==> config.mk <==
export PLATFORM = sky130hd
export DESIGN_NAME = smfe_front
export DESIGN_NICKNAME = d
export VERILOG_FILES = /design/src/smfe_pkg.sv /design/src/smfe_front.sv
export SDC_FILE = /design/constraint.sdc
export NUM_CORES = 1
export LEC_CHECK = 0
export BUFFER_PORTS_ARGS = -buffer_cell sky130_fd_sc_hd__buf_2
export CORE_UTILIZATION = 40
export DETAILED_ROUTE_END_ITERATION = 16
export GPL_TIMING_DRIVEN = 0
export SETUP_SLACK_MARGIN = 0.1
export SLEW_MARGIN = 40
export SYNTH_ARGS = -nofsm -noshare
export SYNTH_HDL_FRONTEND = slang
export SYNTH_SLANG_ARGS = --single-unit
export TNS_END_PERCENT = 20
==> constraint.sdc <==
create_clock -name clk -period 5.75 [get_ports clk]
set_input_delay 0.8625 -clock clk [delete_from_list [all_inputs] [get_ports clk]]
set_output_delay 0.8625 -clock clk [all_outputs]
set_load 0.05 [all_outputs]
==> src/smfe_pkg.sv <==
// Shared types and constants for the stack machine floating-point evaluator.
`default_nettype none

package smfe_pkg;

	localparam int STACK_DEPTH = 1024;
	localparam int ADDR_W      = $clog2(STACK_DEPTH);
	localparam int SP_W        = $clog2(STACK_DEPTH + 1);

	localparam logic [7:0] OP_HALT      = 8'd0;
	localparam logic [7:0] OP_PUSH      = 8'd1;
	localparam logic [7:0] OP_ADD       = 8'd2;
	localparam logic [7:0] OP_SUB       = 8'd3;
	localparam logic [7:0] OP_MUL       = 8'd4;
	localparam logic [7:0] OP_DIV       = 8'd5;
	localparam logic [7:0] OP_EMIT_NUM  = 8'd6;
	localparam logic [7:0] OP_EMIT_MSG  = 8'd7;

	localparam logic [63:0] CANON_NAN = 64'h7FF8_0000_0000_0000;

	typedef enum logic [2:0] {
		KIND_NONE    = 3'd0,
		KIND_NUMBER  = 3'd1,
		KIND_MESSAGE = 3'd2,
		KIND_HALTED  = 3'd3,
		KIND_FAULT   = 3'd4,
		KIND_IGNORED = 3'd5
	} kind_t;

	typedef enum logic [2:0] {
		CLS_HALT,
		CLS_PUSH,
		CLS_ARITH,
		CLS_PRINT_NUM,
		CLS_PRINT_MSG,
		CLS_BAD
	} cls_t;

	typedef enum logic [1:0] {
		FOP_ADD,
		FOP_SUB,
		FOP_MUL,
		FOP_DIV
	} fop_t;

	typedef struct packed {
		cls_t        cls;
		fop_t        fop;
		logic [7:0]  opcode;
		logic [7:0]  msg;
		logic [63:0] value;
	} cmd_t;

	typedef struct packed {
		logic start;
		fop_t op;
	} fpu_req_t;

	typedef struct packed {
		logic        done;
		logic [63:0] result;
	} fpu_rsp_t;

	typedef enum logic [3:0] {
		F_IDLE,
		F_NORM,
		F_ALIGN,
		F_ADDSUB,
		F_POSTNORM,
		F_MUL,
		F_DIV,
		F_RND_SHIFT,
		F_RND_PACK,
		F_DONE
	} fpu_state_t;

	typedef enum logic [2:0] {
		B_IDLE,
		B_PRINT_RD,
		B_POP_A,
		B_CAP_A,
		B_EXEC,
		B_WAIT
	} back_state_t;

endpackage

`default_nettype wire

==> src/smfe_front.sv <==
// Front end: accepts requests, decodes the opcode and queues the commands.
`default_nettype none

module smfe_front (
	input  wire logic          clk,
	input  wire logic          arst_n,
	input  wire logic          in_valid,
	output logic               in_stall,
	input  wire logic [7:0]    opcode,
	input  wire logic [7:0]    message_index,
	input  wire logic [63:0]   constant_bits,
	output logic               cmd_valid,
	output smfe_pkg::cmd_t     cmd,
	input  wire logic          cmd_pop
);
	import smfe_pkg::*;

	cmd_t       queue_q [2];
	logic [1:0] count_q;
	logic       wr_ptr_q;
	logic       rd_ptr_q;
	logic       push;
	cmd_t       decoded;

	always_comb begin
		decoded.opcode = opcode;
		decoded.msg    = message_index;
		decoded.value  = constant_bits;
		decoded.fop    = FOP_ADD;
		case (opcode)
			OP_HALT:      decoded.cls = CLS_HALT;
			OP_PUSH:      decoded.cls = CLS_PUSH;
			OP_ADD:       decoded.cls = CLS_ARITH;
			OP_SUB: begin
				decoded.cls = CLS_ARITH;
				decoded.fop = FOP_SUB;
			end
			OP_MUL: begin
				decoded.cls = CLS_ARITH;
				decoded.fop = FOP_MUL;
			end
			OP_DIV: begin
				decoded.cls = CLS_ARITH;
				decoded.fop = FOP_DIV;
			end
			OP_EMIT_NUM:  decoded.cls = CLS_PRINT_NUM;
			OP_EMIT_MSG:  decoded.cls = CLS_PRINT_MSG;
			default:      decoded.cls = CLS_BAD;
		endcase
	end

	assign in_stall  = (count_q == 2'd2);
	assign push      = in_valid && !in_stall;
	assign cmd_valid = (count_q != 2'd0);
	assign cmd       = queue_q[rd_ptr_q];

	always_ff @(posedge clk) begin
		if (push) begin
			queue_q[wr_ptr_q] <= decoded;
		end
	end

	always_ff @(posedge clk or negedge arst_n) begin
		if (!arst_n) begin
			count_q  <= 2'd0;
			wr_ptr_q <= 1'b0;
			rd_ptr_q <= 1'b0;
		end else begin
			if (push) begin
				wr_ptr_q <= !wr_ptr_q;
			end
			if (cmd_pop) begin
				rd_ptr_q <= !rd_ptr_q;
			end
			if (push && !cmd_pop) begin
				count_q <= count_q + 2'd1;
			end else if (!push && cmd_pop) begin
				count_q <= count_q - 2'd1;
			end
		end
	end

endmodule

`default_nettype wire

# --- Word-level counts from Yosys, hierarchy flattened ---
# Memory sizes are Yosys's and may differ from the RTL's.
# Index checks and enable logic that the tools add are counted.
op_classes:
  add_sub_neg: 2
  eq_ne: 8
  muxes: 6
  reduce_logical: 12
op_table:
  columns: ["cell", "count"]
  rows:
  - ["$eq 8x3->1 const B", 4]
  - ["$eq 8x2->1 const B", 2]
  - ["$pmux 3 s5", 1]
  - ["$eq 8x1->1 const B", 1]
  - ["$logic_not 8->1", 1]
  - ["$pmux 2 s3", 1]
  - ["$logic_not 1->1", 5]
  - ["$mux 2", 2]
  - ["$reduce_bool 2->1", 2]
  - ["$reduce_or 4->1", 1]
  - ["$logic_and 1x1->1", 3]
  - ["$add 2x1->2 const B", 1]
  - ["$eq 2x2->1 const B", 1]
  - ["$mux 1", 2]
  - ["$sub 2x1->2 const B", 1]
totals:
  reg_bits: 4
  mem_bits_rw: 170
  inputBits: 84
  out_inout_bits: 87
  elab_cells: 32
  memories: 1
mem_list:
  columns: ["memory", "words", "word_bits", "read_ports", "rd_ports_with_merged_regs", "wr", "line_no", "rtl"]
  rows:
  - ["queue_q", 2, 85, 1, 0, 1, "smfe_front.sv:18", "cmd_t queue_q [2];"]

# --- Longest topological paths before layout ---
depth:
  word_depth: 7
  depth_mapped: 7
  mapped_depth_nobuf: 7

# --- Worst setup path after synthesis ---
# No wires, ideal clock.
synth_timing:
  path_kind: "input-to-reg"
  from: "input port in_valid"
  to: "memory queue_q[0][0] in the netlist's numbering, enable pin"
  setup_time_ns: 0.529
  arrival_time_ns: 4.494
  required_ns: 5.221
  path_slack_ns: 0.727
  path_stages: 2
  n_path_buf: 0
  path_cell_list: "nand2_1 nor2_1"
synth_between:
  elab_chain_cells: 3
synth_rtl:
  columns: ["element", "line_no", "rtl"]
  rows:
  - ["start: declaration", "smfe_front.sv:7", "input wire logic in_valid,"]
  - ["$logic_and 1x1->1", "smfe_front.sv:53", "assign push = in_valid && !in_stall;"]
  - ["$mux 1", "smfe_front.sv:58", "if (push) begin"]
  - ["$mux 1 (not written as such)", "smfe_front.sv:59", "queue_q[wr_ptr_q] <= decoded;"]
  - ["end: declaration", "smfe_front.sv:18", null]
# No other way between the ends.

==> out/results.tsv <==
stage	metric	value	unit
status	outcome	completed	
yosys	Mean Syn Cell Area	21.71	um^2
critical_path	r2r setup slk	3580	ps
timing	Max-slew headroom	53.22	%
critical_path	WS Path Type	reg2out	
floorplanning	Initial Util	41.66	%
timing	RSZ-0062 raised after global routing	no	
clocking	CTS buffer count	17	
yosys	Post-Synthesis Cells	296	
grt	first-pass GRT wire length	17600	um
grt	M3 GR Usage	5.073	%
clocking	CTS tree	built	
drt	antenna-violating nets left	0	
drt	DR vias/cell	4.651	
yosys	Yosys reg bits	174	
grt	M1 GR Usage	16.49	%
yosys	EDFF count, synth	170	
critical_path	required time worst endpoint	4890	ps
power_and_ir_drop	power density cells	614.6	nW/um^2
clocking	Hold Buf Count CTS	0	
drt	DRC Markers	0	
power_and_ir_drop	Worst VDD drop	0.0003174	V
drt	drt pass-1 iters	4	
clocking	TritonCTS Sinks	174	
critical_path	reg2reg path depth	6	
floorplanning	FP Rows	45	
grt	Tot GR Track Use	14.57	%
yosys	most frequent cell after synthesis	edfxtp_1	
floorplanning	chip height	128.8	um
critical_path	r2r startpoint	count_q[0]	
timing	Max Freq	354.6	MHz
yosys	count of different cell masters after synthesis	22	
placement	placed cell count	684	
timing	max-slew violations	0	
timing	final worst setup slack	2930	ps
clocking	Worst-path clk slew	60	ps
grt	met2 Use GR	24.58	%
layout	diode count	0	
placement	HPWL after DPL	7960	um
power_and_ir_drop	Tot Pwr	5.121	mW
timing	setup tns final	0	ps
placement	# port buffers	170	
power_and_ir_drop	Leak	3.127	nW
drt	final wirelength	11540	um
floorplanning	# IOs	171	
grt	GRT Residual Overflow	0	
yosys	top cells by count, synth	170 x edfxtp_1, 85 x mux2_2, 6 x buf_2	
yosys	Synth async-reset ratio	2.299	%
timing	clock skew	5.713	ps
drt	via count	3321	
yosys	Top FF cell, synth	edfxtp_1	
timing	Final Cycle Share	49.05	%
yosys	yosys warns	0	
min_path	Hold Path Class	in2async	
critical_path	worst reg2reg endpoint	queue_q[0][21]	
floorplanning	Die ar.	16580	um^2
grt	vias in the first global route	3425	
placement	RD Place Congestion	0.6697	
clocking	htree depth	4	
timing	count of final setup violators	0	
clocking	postcts setup bufs	0	
timing	worst slew pin tran	700.1	ps
grt	grt peak-use layer	met2	
clocking	CTS Root Cell	clkbuf_16	
yosys	Synth area leaders	edfxtp_1 79%, mux2_2 15%, dfrtp_1 1.6%	
drt	drt wl/cell	16.16	um
timing	Fin. Hold Viols	0	
timing	fin crit period	2820	ps
clocking	CTS resizes	0	
yosys	post-synth top area share	79.42	%
yosys	register area share after synthesis	80.98	%
placement	dpl ws	3189	ps
critical_path	CP arrival	1960	ps
layout	non-filler cells, final	714	
yosys	area leader, netlist	edfxtp_1	
grt	largest net degree at the start of global routing	40	
clocking	Worst-Skew Late Latency	420	ps
clocking	Bufs on Longest Clock Path	2	
floorplanning	core area	15430	um^2
critical_path	CP endpoint kind	primary output	
floorplanning	Die Span X	128.8	um
layout	Util after Layout	54.01	%
layout	Layout Nets	577	
drt	DR iter-0 viols	173	
grt	initial antenna violation count	0	
critical_path	crit-path max FO	10	
run	max_cap viols	0	
critical_path	CP startpoint kind	flop	
yosys	Net Count, Synth	381	
layout	Layout area overhead	29.63	%
yosys	Mapped Area	6427	um^2
layout	fraction of layout cells with a size suffix above 1	60.83	%
-- metal layers --
metal  routed length (um)  part of all wire (%)
met5                    0                     0
met4                  206                   1.8
met3                  824                   7.1
met2                 5872                    51
met1                 4635                    40
-- cell usage in the layout, fill, tap and decap left out, drive strengths merged --
master,count
xor2,4
bufinv,5
buf,187
or3b,1
clkbuf,19
nand2b,1
ha,1
nand3,2
nand2,2
nand3b,1
clkinvlp,1
o21ai,1
inv,4
clkinv,4
nor4b,1
and3,2
xnor2,2
nor2,3
dfrtp,4
edfxtp,170
nor3,1
mux2,85
or4,1
or2,1
-- state kept, by name, indices dropped and copies added, names as in the netlist --
| name | cells |
|---|---|
| queue_q | 170 |
| rd_ptr_q | 1 |
| wr_ptr_q | 1 |
| count_q | 2 |
-- layout make-up --
type | instances | area [um^2]
inverters | 3 | 11.26
flip-flops and latches | 174 | 5205
clock buffers | 19 | 432.9
clock inverters | 11 | 191.4
multi-input cells | 109 | 1149
plain buffers | 10 | 75.07
well taps | 211 | 264.0
fillers | 1310 | 7096
repair buffers | 177 | 1003
-- cell families (layout without fill, tap and decap cells) --
logic type	Yosys count	in the layout	share of synthesized area, %
buf+inv	13	220	1.343
fa+ha+maj	1	1	0.1946
simple gates	16	16	1.694
flops	174	174	80.98
mux	85	85	14.89
xor+xnor	6	6	0.8176
compound gates	1	1	0.07779
-- worst max-delay path, cell delays in order, from the launching register on --
cell and delay [ps]:
dfrtp_1 320, buf_2 150, buf_2 310, buf_6 210, mux2_2 350, buf_2 210
-- through the flow --
step | hold slack (ps) | cell area [um^2]
after global placement | 474.1 | 7542
after CTS | 223.2 | 8332
after global routing | 226.8 | 8332
final | 244.4 | 8332
after detailed placement | 484.8 | 7707
after floorplan | 455.9 | 6427
-- power by group --
part / switching (mW) / internal [mW] / leakage, nW
combinational: 1.50 / 0.617 / 1.20
sequential: 0.0623 / 1.73 / 1.62
clock: 0.445 / 0.766 / 0.302
total: 2.01 / 3.11 / 3.13
-- how the worst max path moves through the flow --
stage                     slack (ps)             end      from  cells past startpoint
after floorplan                  730   queue_q[0][0]  in_valid                      2
after global placement         -1370  queue_q[0][26]  in_valid                      3
after detailed placement        3190  queue_q[0][26]  in_valid                      6
after CTS                       2850         cmd[49]  rd_ptr_q                      5
after global routing            2790         cmd[48]  rd_ptr_q                      5
final                           2930         cmd[49]  rd_ptr_q                      5
Note: power is estimated with default switching activity, not from simulation.
